[src/matrix_inverse_3x3_assert.svh]
// Assertion macros shared by the matrix inverse RTL.
// Plain header, no dependencies; included by the files that check their own logic.
`ifndef MATRIX_INVERSE_3X3_ASSERT_SVH
`define MATRIX_INVERSE_3X3_ASSERT_SVH

// Same-cycle implication, disabled while reset is high.
`define MI3_ASSERT_IMP(label, clk_s, rst_s, ante, cons, msg) \
  label: assert property (@(posedge clk_s) disable iff (rst_s) (ante) |-> (cons)) \
    else $error(msg);

// Next-cycle implication, disabled while reset is high.
`define MI3_ASSERT_NXT(label, clk_s, rst_s, ante, cons, msg) \
  label: assert property (@(posedge clk_s) disable iff (rst_s) (ante) |=> (cons)) \
    else $error(msg);

`endif

[src/mi3_pkg.sv]
// Shared types, widths and helpers for the 3x3 matrix inverse.
// No dependencies; used by the lanes, the merge stage and the top level.
package mi3_pkg;

  localparam int FRAC_BITS  = 16;
  localparam int ELEM_WIDTH = 32;
  localparam int IO_W       = 32;
  localparam int VAL_W      = (ELEM_WIDTH < 32) ? ELEM_WIDTH : 32;
  localparam int MUL_W      = VAL_W + 1;
  localparam int PROD_W     = 2 * MUL_W;
  localparam int COF_W      = 2 * VAL_W + 1;
  localparam int DET_W      = 3 * VAL_W + 2;
  localparam int QUO_W      = VAL_W;
  localparam int NUM_W      = COF_W + 2 * FRAC_BITS;
  localparam int WIDE_W     = ((NUM_W > DET_W + QUO_W) ? NUM_W : DET_W + QUO_W) + 1;
  localparam int CNT_W      = $clog2(QUO_W);

  localparam logic [QUO_W:0] POS_LIM = (QUO_W+1)'((64'd1 << (VAL_W - 1)) - 64'd1);
  localparam logic [QUO_W:0] NEG_LIM = (QUO_W+1)'(64'd1 << (VAL_W - 1));

  typedef enum logic [2:0] {
    LOP_IDLE,
    LOP_COF0,
    LOP_COF1,
    LOP_DET_LO,
    LOP_DET_HI,
    LOP_DIV_INIT,
    LOP_DIV_STEP,
    LOP_DIV_ROUND
  } lane_op_t;

  typedef enum logic [3:0] {
    ST_LOAD,
    ST_COF,
    ST_DRAIN,
    ST_SUM,
    ST_ABS,
    ST_DIV_INIT,
    ST_DIV_STEP,
    ST_DIV_ROUND,
    ST_OUT
  } state_t;

  typedef struct packed {
    lane_op_t   op;
    logic [1:0] row;
  } lane_ctrl_t;

  typedef struct packed {
    logic signed [IO_W-1:0] in_col0;
    logic signed [IO_W-1:0] in_col1;
    logic signed [IO_W-1:0] in_col2;
  } in_row_t;

  typedef struct packed {
    logic signed [IO_W-1:0] out_col0;
    logic signed [IO_W-1:0] out_col1;
    logic signed [IO_W-1:0] out_col2;
    logic        [1:0]      out_row;
    logic signed [IO_W-1:0] det_value;
    logic                   singular;
    logic                   overflow;
    logic                   last_row;
  } out_row_t;

  // Sign-extends a stored element to the multiplier operand width.
  function automatic logic signed [MUL_W-1:0] elem_ext(input logic [VAL_W-1:0] v);
    return MUL_W'(signed'(v));
  endfunction

endpackage

[src/mi3_merge.sv]
// Merge stage: sums the lane determinant partials, rounds the determinant,
// and assembles one result row from the lanes. Uses mi3_pkg.
module mi3_merge (
  input  logic                                   clk,
  input  logic                                   sum_en,
  input  logic [2:0][mi3_pkg::DET_W-1:0]         pdet,
  input  logic [2:0][2:0][mi3_pkg::IO_W-1:0]     lane_inv,
  input  logic [2:0]                             lane_ovf,
  input  logic [1:0]                             row_sel,
  output logic [mi3_pkg::DET_W-1:0]              det_abs,
  output logic                                   det_neg,
  output logic                                   singular,
  output mi3_pkg::out_row_t                      result
);

  localparam int DW = mi3_pkg::DET_W;
  localparam int QW = mi3_pkg::QUO_W;
  localparam int F2 = 2 * mi3_pkg::FRAC_BITS;

  logic signed [DW-1:0] det;
  logic [DW:0]          dmag;
  logic [DW:0]          dlim;
  logic                 dclip;
  logic [QW:0]          dmag_sat;
  logic signed [63:0]   d64;
  logic signed [63:0]   dres;
  logic [mi3_pkg::IO_W-1:0] detq;
  logic                 det_ovf;
  logic [2:0][mi3_pkg::IO_W-1:0] picked;

  always_ff @(posedge clk) begin
    if (sum_en) begin
      det <= signed'(pdet[0]) + signed'(pdet[1]) + signed'(pdet[2]);
    end
  end

  // The sequencer decides on the zero determinant in the cycle right after the sum.
  assign singular = det == '0;

  always_ff @(posedge clk) begin
    det_abs  <= det[DW-1] ? DW'(-det) : DW'(det);
    det_neg  <= det[DW-1];
  end

  // Round to nearest, ties away from zero, on the magnitude.
  always_comb begin
    dmag     = (DW+1)'(det_abs >> F2) + (DW+1)'(det_abs[F2-1]);
    dlim     = (DW+1)'(det_neg ? mi3_pkg::NEG_LIM : mi3_pkg::POS_LIM);
    dclip    = dmag > dlim;
    dmag_sat = dclip ? (QW+1)'(dlim) : dmag[QW:0];
    d64      = signed'(64'(dmag_sat));
    dres     = det_neg ? -d64 : d64;
  end

  always_ff @(posedge clk) begin
    detq    <= dres[mi3_pkg::IO_W-1:0];
    det_ovf <= dclip;
  end

  always_comb begin
    case (row_sel)
      2'd0:    picked = lane_inv[0];
      2'd1:    picked = lane_inv[1];
      default: picked = lane_inv[2];
    endcase
    result.out_col0  = singular ? '0 : signed'(picked[0]);
    result.out_col1  = singular ? '0 : signed'(picked[1]);
    result.out_col2  = singular ? '0 : signed'(picked[2]);
    result.out_row   = row_sel;
    result.det_value = singular ? '0 : signed'(detq);
    result.singular  = singular;
    result.overflow  = !singular && (det_ovf || (lane_ovf != '0));
    result.last_row  = row_sel == 2'd2;
  end

endmodule

[config.mk]
export PLATFORM = sky130hd
export DESIGN_NAME = mi3_merge
export DESIGN_NICKNAME = d
export VERILOG_FILES = /design/src/matrix_inverse_3x3_assert.svh /design/src/mi3_pkg.sv /design/src/mi3_merge.sv
export SDC_FILE = /design/constraint.sdc
export NUM_CORES = 1
export LEC_CHECK = 0
export ABC_AREA = 1
export BUFFER_PORTS_ARGS = -buffer_cell sky130_fd_sc_hd__buf_4
export CORE_AREA = 2 2 317 319
export CTS_CLUSTER_DIAMETER = 80
export DETAILED_ROUTE_END_ITERATION = 8
export DIE_AREA = 0 0 319 321
export GPL_TIMING_DRIVEN = 0
export HOLD_SLACK_MARGIN = 0.12
export PLACE_DENSITY = 0.55
export SYNTH_ARGS = -nofsm -noshare
export SYNTH_HDL_FRONTEND = slang
export SYNTH_SLANG_ARGS = --single-unit
[constraint.sdc]
create_clock -name clk -period 10.55 [get_ports clk]
set_clock_uncertainty 0.1 [all_clocks]
set_input_delay 0 -clock clk [delete_from_list [all_inputs] [get_ports clk]]
set_output_delay 0 -clock clk [all_outputs]
set_load 0.01 [all_outputs]
# Word level (Yosys, flattened, before mapping)
# Index checks and enable logic that the tools add are counted.
dict set report classes {
  addsub 5
  n_lt_le_gt_ge 1
  eq_ne 2
  n_mux 9
  reduce_logical 6
}
# operator count
set op_table {}
lappend op_table {{32-bit two-way mux} 7}
lappend op_table {{98-bit adder} 2}
lappend op_table {{96-bit case mux with 2 select lines} 1}
lappend op_table {{98-bit logical NOT} 1}
lappend op_table {{98-bit negation} 1}
lappend op_table {{97-bit two-way mux} 1}
lappend op_table {{66-bit by 1-bit adder with 67-bit output} 1}
lappend op_table {{67-bit by 32-bit greater-than comparator with 1-bit output} 1}
lappend op_table {{32-bit negation} 1}
lappend op_table {{3-bit nonzero test} 1}
lappend op_table {{2-bit by 1-bit == test with 1-bit output, second input constant} 1}
lappend op_table {{2-bit == test, second input constant} 1}
lappend op_table {{2-bit logical NOT} 1}
lappend op_table {{1-bit logical AND} 1}
lappend op_table {{1-bit logical NOT} 1}
lappend op_table {{1-bit logical OR} 1}
dict set report word_totals {
  regBits 230
  inputBits 589
  out_inout_bits 233
}

# Longest topological paths before layout
dict set report logic_depth {
  ltp_word 5
  depth_mapped 39
  mapped_depth_nobuf 37
}

# Least setup slack after synthesis
# No wires, ideal clock.
dict set report synth_timing {
  path_type {register -> register}
  start {reg det_neg}
  end {reg detq[24] (netlist name)}
  setup_ns 0.109
  t_arrival_ns 4.224
  slack_ns 6.117
  path_stages_with_launch 26
  path_buffers 3
  cell_sequence {dfxtp_1 inv_1 clkbuf_1 ha_1 nand4_1 nor4_1 nand3_1 nor3_1 nand3_1 nand2_2 nand2_4 nand2_8 buf_8 buf_4 inv_1 a21oi_1 ha_1 nand2_1 nor2_2 inv_1 nor3_2 nand2_1 nand2_1 nand2_1 nand2_1 inv_1}
}
dict set report synth_via {
  elab_chain_cells 5
}
# item line_no
set synth_lines {}
lappend synth_lines {{from (decl)} mi3_merge.sv:11} ;# output logic det_neg,
lappend synth_lines {{from (signal assigned)} mi3_merge.sv:42} ;# det_neg <= det[DW-1];
lappend synth_lines {{32-bit two-way mux *} mi3_merge.sv:48} ;# dlim = (DW+1)'(det_neg ? mi3_pkg::NEG_LIM : mi3_pkg::POS_LIM);
lappend synth_lines {{67-bit by 32-bit greater-than comparator with 1-bit output *} mi3_merge.sv:49} ;# dclip = dmag > dlim;
lappend synth_lines {{named net dclip} mi3_merge.sv:23} ;# logic dclip;
lappend synth_lines {{32-bit two-way mux *} mi3_merge.sv:50} ;# dmag_sat = dclip ? (QW+1)'(dlim) : dmag[QW:0];
lappend synth_lines {{32-bit negation} mi3_merge.sv:52} ;# dres = det_neg ? -d64 : d64;
lappend synth_lines {{32-bit two-way mux *} mi3_merge.sv:52}
lappend synth_lines {{named net dres[24]} mi3_merge.sv:26} ;# logic signed [63:0] dres;
lappend synth_lines {{to (signal assigned)} mi3_merge.sv:56} ;# detq <= dres[mi3_pkg::IO_W-1:0];
lappend synth_lines {{to (decl)} mi3_merge.sv:27} ;# logic [mi3_pkg::IO_W-1:0] detq;
# Mark *: on every way through the listed nets, which the timed path passes. The rest lies on a longest branch.
# A chain may end at the register's enable or synchronous reset.

# Worst setup path after layout
dict set report layout_timing {
  start {reg det_abs[32] (netlist name)}
  end {reg detq[16] (netlist name)}
}
dict set report layout_via {
  elab_chain_cells 5
}
# item line_no
set layout_lines {}
lappend layout_lines {{from (decl)} mi3_merge.sv:10} ;# output logic [mi3_pkg::DET_W-1:0] det_abs,
lappend layout_lines {{from (signal assigned)} mi3_merge.sv:41} ;# det_abs <= det[DW-1] ? DW'(-det) : DW'(det);
lappend layout_lines {{66-bit by 1-bit adder with 67-bit output *} mi3_merge.sv:47} ;# dmag = (DW+1)'(det_abs >> F2) + (DW+1)'(det_abs[F2-1]);
lappend layout_lines {{67-bit by 32-bit greater-than comparator with 1-bit output *} mi3_merge.sv:49}
lappend layout_lines {{named net dclip} mi3_merge.sv:23}
lappend layout_lines {{32-bit two-way mux *} mi3_merge.sv:50}
lappend layout_lines {{32-bit negation} mi3_merge.sv:52}
lappend layout_lines {{32-bit two-way mux *} mi3_merge.sv:52}
lappend layout_lines {{named net dres[16]} mi3_merge.sv:26}
# Marks and branches as above.

==> results.toml <==
[sta]
fin_crit_sh_pct = 55.8
finalSetupTns_ns = 0
rsz0062_at_grt = "false"
final_max_slew_viol_count = 0
final-setup-viol-count = 0
relSlewSlack_pct = 19.8
max_freq_mhz = 170
finalHoldViolations = 0
worst_pin_slew_ns = 1.20
post-route-min-period_ns = 5.88
hold_ws_ns = 0.0948

[power]
clkPwrFrac_pct = 15.5
power.internal_uw = 3480
power.switching_uw = 3220
peakVddDrop_mv = 0.151
p_leak_uw = 0.0160
power.density_mw_per_mm2 = 188
seqPwrFrac_pct = 27.9
share_comb_of_total_power_pct = 56.6
swShare_pct = 48.1

[drt]
wl_mm = 133
wl_per_cell_um = 21.9
ant_nets = 0
avgViaCountPerCell = 4.73
drtPass1Iterations = 6
drc = 0
drt_iter0_markers = 1638
dr_total_vias = 28800

[clocking]
clk_pin_slew_ns = 0.06
clock_sinks = 230
hold_buffers = 236
htree_levels = 1
post_cts_resized = 0
clk_latency_ns = 0.58
cts_tree = "yes"
cts-root-buf = "clkbuf_16"
cts_setup_buffers = 0
cts_buffers = 28
clockBufferDepth = 3

[global_route]
grt_pass1_vias = 28900
grt_pass1_wl_mm = 189
grt_usage_pct = 24.9
grt_overflow_total = 0
grt_max_degree = 99
antenna_found_initial = 5

[floorplanning]
start_util_pct = 24.6
fp.dieW_um = 319
io_pins = 822
die_h_um = 321
die_area_sq_mm = 0.102
coreArea_sq_mm = 0.0993
rows = 116

[placement]
place_hpwl_mm = 116
place_congestion = 1.01
port_buffers = 820

[setup_path]
worst_path_max_delay_cell = "dfxtp_1"
crit_family = "simple AND/OR/NAND/NOR gates"
slowest_delay_ns = 0.43
cp_num_buf_inv = 6
start_kind = "flip-flop"
arrival_ns = 6.20
criticalPathCategory = "reg -> reg"
cp.required_ns = 10.86
endpoint_kind = "flip-flop"
crit_top_cell = "nand2_1"
critPathMaxFanout = 10

[synth]
synthArstFlopShare_pct = 0
netlist_instances = 3672
synth_seq_area_share_pct = 22.9
syn_area_sq_mm = 0.0244
synth_nets = 4491
synth_cell_types = 50
ys.flop_type = "dfxtp_1"
synth_edf_count = 98
postSynthAreaPerCell_sq_um = 6.65
ys_warn_count = 0
synth_seq_cells = 230

[finish]
syn_to_final_growth_pct = 45.8
nets = 5577
layout-drive-gt1-share_pct = 19.8
final_common_cell = "nand2_1"
fill_cells = 10900
final_cell_mix = "889 x nand2_1, 827 x buf_4, 528 x nor2_1, 483 x inv_1, 254 x nand3_1"

[job]
maxCapViolCount = 0

[hold_path]
hp-class = "in -> reg"

[outcome]
outcome = "complete, no violations"
area by class of cell:
cell class / instances / area [sq um] / area share, %
clock inverters: 8 / 98.8 / 0.277
plain buffers: 86 / 394 / 1.11
diodes: 6 / 15.0 / 0.0421
flip-flops and latches: 230 / 5590 / 15.7
inverters: 490 / 1840 / 5.16
multi-input cells: 2866 / 16600 / 46.6
clock buffers: 43 / 928 / 2.61
repair buffers: 1056 / 8520 / 23.9
well taps: 1298 / 1620 / 4.56
worst paths after layout:
path	depth (start not counted)	slack (ns)	from	to
worst max-delay path	32	4.67	det_abs[32]$_DFF_P_	detq[16]$_DFF_P_
worst min-delay path	4	0.09	pdet[193]	det[95]$_DFFE_PP_
worst max register to register	32	4.67	det_abs[32]$_DFF_P_	detq[16]$_DFF_P_
worst min register to register	0	0.29	det[0]$_DFFE_PP_	det_abs[0]$_DFF_P_
logic make-up after synthesis:
kind of cell               Yosys count  synth area share [%]
xor gates and xnor gates           232                  8.32
and+or+nand+nor                   1895                  33.0
buffers and inverters              576                  9.14
DFF                                230                  22.9
AOI/OAI and AO/OA                  509                  11.9
adders and majority gates          230                  14.8
per-layer routing:
| metal | track usage, % | routed length (um) | up-vias |
|---|---|---|---|
| li1 | - | - | 14200 |
| met5 | 0 | 0 | - |
| met2 | 47.2 | 68800 | 984 |
| met3 | 3.44 | 7010 | 178 |
| met4 | 12.8 | 7920 | 0 |
| met1 | 26.9 | 49700 | 13400 |
stage by stage:
step	worst slack, ns	cells	utilization (%)	area, sq um	power [uW]
2_1_floorplan	6.12	3672	-	24400	3640
3_3_place_gp	4.58	5790	32.5	32200	5530
3_5_place_dp	4.52	5790	32.5	32200	5540
4_1_cts	4.49	6077	35.9	35600	6750
5_1_grt	4.25	6082	35.9	35600	7170
6_report	4.67	6083	35.9	35600	6710
registers in the layout, summed over array words and instances, names as in the netlist:
register / flops
det_neg: 1
detq: 32
det: 98
det_abs: 98
det_ovf: 1
tightest hold or removal path, stage by stage:
cell,delay (ns)
buf_4,0.09
fa_1,0.18
ha_1,0.23
xor2_1,0.10
synthesized netlist by cell type, types with 47 or more instances:
cell type	n	area (sq um)
a21oi_1	191	956
a31oi_1	149	932
clkbuf_1	65	244
dfxtp_1	132	2640
edfxtp_1	98	2940
fa_1	98	1960
ha_1	132	1650
inv_1	483	1810
nand2_1	889	3340
nand3_1	254	1270
nor2_1	528	1980
nor3_1	47	235
nor4_1	59	369
o21ai_0	94	470
xnor2_1	77	674
xor2_1	155	1360
power by group through the flow:
stage / registers [uW] / clock network [uW] / logic (uW)
after global routing: 1920 / 1090 / 4160
final: 1870 / 1040 / 3790
after global placement: 1880 / 0 / 3650
after floorplan: 1740 / 0 / 1900
after detailed placement: 1890 / 0 / 3650
after CTS: 1870 / 1070 / 3810
Power figures use the tool's default switching activity.
