===== config.mk =====
export PLATFORM = sky130hd
export DESIGN_NAME = mi3_lane
export DESIGN_NICKNAME = d
export VERILOG_FILES = /design/src/matrix_inverse_3x3_assert.svh /design/src/mi3_pkg.sv /design/src/mi3_lane.sv
export SDC_FILE = /design/constraint.sdc
export NUM_CORES = 2
export LEC_CHECK = 0
export ABC_AREA = 0
export BUFFER_PORTS_ARGS = -buffer_cell sky130_fd_sc_hd__buf_2
export CORE_UTILIZATION = 35
export CTS_BUF_LIST = sky130_fd_sc_hd__clkbuf_16
export CTS_CLUSTER_DIAMETER = 60
export DETAILED_ROUTE_END_ITERATION = 12
export GPL_TIMING_DRIVEN = 0
export PLACE_DENSITY = 0.61
export SYNTH_ARGS = -nofsm -noshare
export SYNTH_HDL_FRONTEND = slang
export SYNTH_SLANG_ARGS = --single-unit

===== constraint.sdc =====
create_clock -name clk -period 16.65 [get_ports clk]
set_input_delay 1.665 -clock clk [delete_from_list [all_inputs] [get_ports clk]]
set_output_delay 1.665 -clock clk [all_outputs]
set_load 0.01 [all_outputs]

===== src/matrix_inverse_3x3_assert.svh =====
// Assertion macros shared by the matrix inverse RTL.
// Plain header, no dependencies; included by the files that check their own logic.
`ifndef MATRIX_INVERSE_3X3_ASSERT_SVH
`define MATRIX_INVERSE_3X3_ASSERT_SVH

// Same-cycle implication, disabled while reset is high.
`define MI3_ASSERT_IMP(label, clk_s, rst_s, ante, cons, msg) \
  label: assert property (@(posedge clk_s) disable iff (rst_s) (ante) |-> (cons)) \
    else $error(msg);

// Next-cycle implication, disabled while reset is high.
`define MI3_ASSERT_NXT(label, clk_s, rst_s, ante, cons, msg) \
  label: assert property (@(posedge clk_s) disable iff (rst_s) (ante) |=> (cons)) \
    else $error(msg);

`endif


===== src/mi3_pkg.sv =====
// Shared types, widths and helpers for the 3x3 matrix inverse.
// No dependencies; used by the lanes, the merge stage and the top level.
package mi3_pkg;

  localparam int FRAC_BITS  = 16;
  localparam int ELEM_WIDTH = 32;
  localparam int IO_W       = 32;
  localparam int VAL_W      = (ELEM_WIDTH < 32) ? ELEM_WIDTH : 32;
  localparam int MUL_W      = VAL_W + 1;
  localparam int PROD_W     = 2 * MUL_W;
  localparam int COF_W      = 2 * VAL_W + 1;
  localparam int DET_W      = 3 * VAL_W + 2;
  localparam int QUO_W      = VAL_W;
  localparam int NUM_W      = COF_W + 2 * FRAC_BITS;
  localparam int WIDE_W     = ((NUM_W > DET_W + QUO_W) ? NUM_W : DET_W + QUO_W) + 1;
  localparam int CNT_W      = $clog2(QUO_W);

  localparam logic [QUO_W:0] POS_LIM = (QUO_W+1)'((64'd1 << (VAL_W - 1)) - 64'd1);
  localparam logic [QUO_W:0] NEG_LIM = (QUO_W+1)'(64'd1 << (VAL_W - 1));

  typedef enum logic [2:0] {
    LOP_IDLE,
    LOP_COF0,
    LOP_COF1,
    LOP_DET_LO,
    LOP_DET_HI,
    LOP_DIV_INIT,
    LOP_DIV_STEP,
    LOP_DIV_ROUND
  } lane_op_t;

  typedef enum logic [3:0] {
    ST_LOAD,
    ST_COF,
    ST_DRAIN,
    ST_SUM,
    ST_ABS,
    ST_DIV_INIT,
    ST_DIV_STEP,
    ST_DIV_ROUND,
    ST_OUT
  } state_t;

  typedef struct packed {
    lane_op_t   op;
    logic [1:0] row;
  } lane_ctrl_t;

  typedef struct packed {
    logic signed [IO_W-1:0] in_col0;
    logic signed [IO_W-1:0] in_col1;
    logic signed [IO_W-1:0] in_col2;
  } in_row_t;

  typedef struct packed {
    logic signed [IO_W-1:0] out_col0;
    logic signed [IO_W-1:0] out_col1;
    logic signed [IO_W-1:0] out_col2;
    logic        [1:0]      out_row;
    logic signed [IO_W-1:0] det_value;
    logic                   singular;
    logic                   overflow;
    logic                   last_row;
  } out_row_t;

  // Sign-extends a stored element to the multiplier operand width.
  function automatic logic signed [MUL_W-1:0] elem_ext(input logic [VAL_W-1:0] v);
    return MUL_W'(signed'(v));
  endfunction

endpackage


===== src/mi3_lane.sv =====
// One lane of the inverse: a shared signed multiplier for cofactors and the
// determinant partial, and a restoring divider for one inverse row. Uses mi3_pkg.
module mi3_lane (
  input  logic                                  clk,
  input  logic                                  rst,
  input  mi3_pkg::lane_ctrl_t                   ctrl,
  input  logic signed [mi3_pkg::MUL_W-1:0]      mul_a,
  input  logic signed [mi3_pkg::MUL_W-1:0]      mul_b,
  input  logic        [mi3_pkg::DET_W-1:0]      det_abs,
  input  logic                                  det_neg,
  output logic signed [mi3_pkg::DET_W-1:0]      pdet,
  output logic [2:0][mi3_pkg::IO_W-1:0]         inv,
  output logic                                  ovf
);

  localparam int VW = mi3_pkg::VAL_W;
  localparam int MW = mi3_pkg::MUL_W;
  localparam int PW = mi3_pkg::PROD_W;
  localparam int CW = mi3_pkg::COF_W;
  localparam int DW = mi3_pkg::DET_W;
  localparam int QW = mi3_pkg::QUO_W;
  localparam int WW = mi3_pkg::WIDE_W;

  logic signed [MW-1:0] mb;
  logic signed [PW-1:0] prod_q;
  mi3_pkg::lane_op_t    op_q;
  logic [1:0]           row_q;
  logic signed [CW-1:0] cof_acc;
  logic signed [CW-1:0] cof [3];

  logic [DW-1:0] rem;
  logic [QW-1:0] numl;
  logic [QW-1:0] quo;
  logic          dsat;
  logic          dneg;

  logic signed [CW-1:0] sel_cof;
  logic [CW-1:0]        cof_mag;
  logic [WW-1:0]        num_wide;
  logic [WW-1:0]        den_wide;
  logic [DW:0]          trial;
  logic [DW:0]          den_ext;
  logic [DW:0]          diff;
  logic                 take;
  logic                 half_up;
  logic [QW:0]          mag;
  logic [QW:0]          lim;
  logic                 clip;
  logic [QW:0]          mag_sat;
  logic signed [63:0]   mag64;
  logic signed [63:0]   res64;

  // The determinant partial reuses the multiplier on the low and high halves of cof[0].
  always_comb begin
    unique case (ctrl.op)
      mi3_pkg::LOP_DET_LO: mb = signed'({1'b0, cof[0][VW-1:0]});
      mi3_pkg::LOP_DET_HI: mb = signed'(cof[0][CW-1:VW]);
      default:             mb = mul_b;
    endcase
  end

  always_ff @(posedge clk) begin
    prod_q <= mul_a * mb;
    row_q  <= ctrl.row;
  end

  always_ff @(posedge clk) begin
    if (rst) begin
      op_q <= mi3_pkg::LOP_IDLE;
    end else begin
      op_q <= ctrl.op;
    end
  end

  always_ff @(posedge clk) begin
    unique case (op_q)
      mi3_pkg::LOP_COF0:   cof_acc <= CW'(prod_q);
      mi3_pkg::LOP_COF1:   cof[row_q] <= cof_acc - CW'(prod_q);
      mi3_pkg::LOP_DET_LO: pdet <= DW'(prod_q);
      mi3_pkg::LOP_DET_HI: pdet <= pdet + (DW'(prod_q) <<< VW);
      default: ;
    endcase
  end

  always_comb begin
    sel_cof  = cof[ctrl.row];
    cof_mag  = sel_cof[CW-1] ? CW'(-sel_cof) : CW'(sel_cof);
    num_wide = WW'(cof_mag) << (2 * mi3_pkg::FRAC_BITS);
    den_wide = WW'(det_abs) << QW;
    trial    = {rem, numl[QW-1]};
    den_ext  = {1'b0, det_abs};
    take     = trial >= den_ext;
    diff     = trial - den_ext;
    half_up  = {rem, 1'b0} >= den_ext;
    mag      = {1'b0, quo} + (QW+1)'(half_up);
    lim      = dneg ? mi3_pkg::NEG_LIM : mi3_pkg::POS_LIM;
    clip     = dsat || (mag > lim);
    mag_sat  = clip ? lim : mag;
    mag64    = signed'(64'(mag_sat));
    res64    = dneg ? -mag64 : mag64;
  end

  // A quotient that would reach 2^QW is flagged at init, so only QW steps are run.
  always_ff @(posedge clk) begin
    unique case (ctrl.op)
      mi3_pkg::LOP_DIV_INIT: begin
        rem  <= DW'(num_wide >> QW);
        numl <= num_wide[QW-1:0];
        quo  <= '0;
        dsat <= num_wide >= den_wide;
        dneg <= sel_cof[CW-1] ^ det_neg;
      end
      mi3_pkg::LOP_DIV_STEP: begin
        numl <= {numl[QW-2:0], 1'b0};
        quo  <= {quo[QW-2:0], take};
        rem  <= take ? diff[DW-1:0] : trial[DW-1:0];
      end
      mi3_pkg::LOP_DIV_ROUND: inv[ctrl.row] <= res64[mi3_pkg::IO_W-1:0];
      default: ;
    endcase
  end

  always_ff @(posedge clk) begin
    if (rst) begin
      ovf <= 1'b0;
    end else if (op_q == mi3_pkg::LOP_COF0) begin
      ovf <= 1'b0;
    end else if (ctrl.op == mi3_pkg::LOP_DIV_ROUND && clip) begin
      ovf <= 1'b1;
    end
  end

endmodule


# Word level (Yosys, flattened, before mapping)
# Memories as Yosys holds them, arrays and structs flattened.
# Index checks and enable logic that the tools add are counted.
# word_totals
register_bits	495
ramBits	195
in_bits	172
word_cells	59
n_memories	1
# classes
add_sub_neg	6
mul	1
magnitude_cmp	6
eq_ne	9
n_mux	15
bitwise	1
n_reduce_logical	6
# mem_list
name	depth	word_bits	rd	rd_clocked_by_memory_dff	wr	line	text
cof	3	65	2	0	1	mi3_lane.sv:29	logic signed [CW-1:0] cof [3];
# op_table
cell	n
$pmux 98 s2	2
$ge 99x98->1	2
$ge 97x130->1	1
$mux 32	4
$pmux 32 s2	2
$add 98x98->98	1
$mux 98	1
$sub 98x98->98	1
$bwmux 96	1
$mul 33x33->66	1
$pmux 33 s2	1
$mux 65	1
$neg 65->65	1
$sub 65x65->65	1
$demux 32 s2	1
$add 32x1->33	1
$gt 33x32->1	1
$neg 32->32	1
$eq 3x3->1 const B	5
$eq 3x2->1 const B	3
$reduce_bool 2->1	2
$eq 3x1->1 const B	1
$lt 2x3->1 const B	1
$ge 2x1->1 const B	1
other kinds (5)	7

# Depth between registers and ports, before layout
# logic_depth
word_depth	8
ltp_mapped	43
mapped_depth_nobuf	39

# Worst setup path before layout
# Ideal clock, no wire load.
# synth_path
kind	input to register
start	in ctrl[3] (netlist bit)
end	reg prod_q[65]
t_arrival_ns	10.874
t_required_ns	16.578
setup_slack_ns	5.704
cell_stages	31
n_path_buf	3
cell_sequence	nor3b_1 > nor2_1 > clkbuf_1 > a21oi_1 > clkbuf_1 > nor2b_1 > fa_1 > fa_1 > fa_1 > inv_1 > fa_1 > inv_1 > fa_1 > fa_1 > fa_1 > inv_1 > fa_1 > inv_1 > ha_1 > clkbuf_1 > a21o_1 > a21o_1 > a21oi_1 > o21ai_0 > nand4b_1 > a41oi_1 > o31ai_1 > a221oi_1 > o21ai_0 > a21oi_1 > xnor2_1
# synth_via
elab_chain_len	3
word_cells_on_any_way	4
cone_classes	1 x mul; 2 x eq/ne; 1 x mux
# synth_lines
item	line	text
start: declaration	mi3_lane.sv:6	input mi3_pkg::lane_ctrl_t ctrl,
$eq 3x3->1 / $eq 3x2->1 (equally long branches)	mi3_lane.sv:55	unique case (ctrl.op)
$pmux 33 s2 (*)	mi3_lane.sv:55	
$mul 33x33->66 (*)	mi3_lane.sv:63	prod_q <= mul_a * mb;
end signal: assignment	mi3_lane.sv:63	
end: declaration	mi3_lane.sv:25	logic signed [PW-1:0] prod_q;
# Mark *: on every way between the ends. The rest lies on a longest branch, timed or not.
# A chain may end at the register's enable or synchronous reset.

# Worst setup path after layout
# layout_path
start	in ctrl[4] (netlist bit)
end	reg prod_q[65]
# Same word-level chain as after synthesis.

==> flow_summary.toml <==
[run_status]
status = "finished with violations"
violations = "max-slew violations"

[synth]
syn_area_um2 = 81800
synth.most_common_cell = "inv_1"
synth_edf_count = 586
avgSynthCellArea_um2 = 9.49
synth_top_area_share = 0.281
yosysUniqueCellTypes = 84
seq_area_frac_synth = 0.233
synth_area_leaders = "fa_1 28%, edfxtp_1 22%, ha_1 8.3%"
synth.largest_area_cell = "fa_1"
yosys-top-cells-count = "1,420 x inv_1, 1,148 x fa_1, 886 x nand2_1, 586 x edfxtp_1, 545 x ha_1"
ys_ff_latch = 658
syn-instance-count = 8618
ys.flop_type = "edfxtp_1"
synth_nets = 10500
ys_warn_count = 0
synthArstFlopShare = 0

[place]
place_congestion = 1.00
io_buffers = 366
hpwl_um = 256000

[clocking]
cts_hold_buf = 0
postCtsSetupBuffers = 0
cts.sinks = 658
cts_buffers = 82
cts_resized = 0
cts_tree = "done"
clockBufferDepth = 3
cts.clk_slew.worst_paths_ps = 50
h-tree-depth = 3
clk_latency_ps = 730
cts_root_buffer = "clkbuf_16"

[sta]
setup_viol = 0
fin_worst_skew_ps = 93.9
worst_pin_slew_ps = 1660
rsz0062_at_grt = "no"
fin_crit_ps = 14710
drv_slew = 6
fmax_mhz = 68.0
hold_violations = 0
hold_slack_ps = 544
final.period_utilization = 0.883
maxSlewHeadroom = -0.108
setup_tns_ps = 0

[layout]
drive_gt1_frac = 0.0741
area_growth_pct = 11.2
nets = 11000

[worst_setup_path]
worstSetupStartpoint = "ctrl[4]"
worst_path_max_delay_cell = "fa_1"
crit_path_frequent_cell = "fa_1"
r2r-start = "rem[9]"
cp_slowest_stage_delay_ps = 1020
rr_worst_depth = 42
r2r_slack_ps = 4320
arrival_ps = 15310
critPathLaunchType = "primary input"
end_kind = "flip-flop"
endpoint = "prod_q[65]"
crit_required_ps = 17250
timing.rr.end = "inv[56]"
critPathMaxFanout = 12
path_class = "in2reg"

[global_routing]
grt_max_degree = 58
antenna_found_initial = 30
grt.overflow.total = 0
globalRouteTotalUtil = 0.259
grt_pass1_vias = 66500
grt_pass1_wl_um = 448000

[die]
rows = 177
io_pins = 367
core_area_um2 = 233000
initial_core_util = 0.352
fp.dieH_um = 485
die_area_um2 = 236000
dieWidth_um = 485

[routing]
antenna_violating_nets_post_route = 0
first_pass_iters = 6
drc_errors = 0
num_vias = 66100
drt_first_iter_violations = 6018
vias_per_cell = 5.40
routedWlPerCell_um = 25.1
routed_wl_um = 308000

[min_path]
hold_path_class = "reg2reg"

[run]
maxCapViolations = 0
placed cells by master (no fill, tap or decap), drive strengths merged, types with 98 or more instances in the layout:
cell type / n
fa: 1148
nor2b: 304
ha: 545
nand3: 99
o21ai: 334
edfxtp: 586
clkbuf: 467
nand4: 107
buf: 448
xor2: 136
nor2: 396
mux2i: 98
a21oi: 502
and2: 338
nand2: 887
a21o: 230
inv: 1443
xnor2: 249
worst max-delay path, delay by kind of cell:
kind | cells | cell delay, ps
AO/OA/AOI/OAI | 10 | 3460
XOR/XNOR | 1 | 150
adder cells (fa/ha/maj) | 9 | 5510
buffers and inverters | 8 | 2550
AND/OR/NAND/NOR | 4 | 1920
through the flow:
stage                     cell area, um^2  worst slack (ps)  std cells   util
after global placement              87400              1070      12000  0.376
after global routing                90900              1360      12200  0.391
after CTS                           90900              2040      12200  0.391
after detailed placement            88100              1350      12100  0.379
after floorplan                     81800              5700       8618      -
final                               91000              1940      12200  0.391
flip-flops by register name (all words and copies together), names as in the netlist:
name,cells
cof,195
pdet,98
dsat,1
row_q,2
dneg,1
op_q,3
quo,32
ovf,1
inv,96
prod_q,66
rem,98
cof_acc,65
worst min path at each step:
stage,startpoint,endpoint,slack [ps],cells after the start
2_1_floorplan,prod_q[10],cof_acc[10],430,0
3_3_place_gp,rem[74],rem[75],540,2
5_1_grt,prod_q[61],cof_acc[61],570,0
4_1_cts,prod_q[61],cof_acc[61],550,0
6_report,prod_q[61],cof_acc[61],540,0
3_5_place_dp,prod_q[61],cof_acc[61],540,0
kinds of logic (layout without fill, tap and decap cells):
kind of cell / Yosys count / after routing / share of synthesized area
AOI/OAI and AO/OA: 1502 / 1502 / 0.115
xor gates and xnor gates: 385 / 385 / 0.0412
adders and majority gates: 1693 / 1693 / 0.364
buffers and inverters: 1843 / 2402 / 0.0865
DFF: 658 / 658 / 0.233
muxes: 126 / 126 / 0.0158
other: 0 / 18 / 0
and+or+nand+nor: 2411 / 2411 / 0.145
per-layer routing:
layer,vias up,routed length [um],share of wire,global-route usage
met2,2987,135000,0.44,0.398
met1,33400,128000,0.42,0.346
met4,12,18800,0.061,0.137
met3,601,25300,0.082,0.0491
met5,-,85,0.00028,0
li1,29100,-,-,-
layout make-up:
type,count,area [um^2]
fillers,23300,142000
multi-input cells,6117,55800
flip-flops and latches,658,19000
inverters,1420,5330
well taps,3043,3810
repair buffers,409,2420
clock buffers,83,2080
plain buffers,423,1740
clock inverters,67,731
diodes,18,45.0
Power is not shown: default switching activity piles up to over one toggle a cycle in this logic, so the estimate is an artifact.
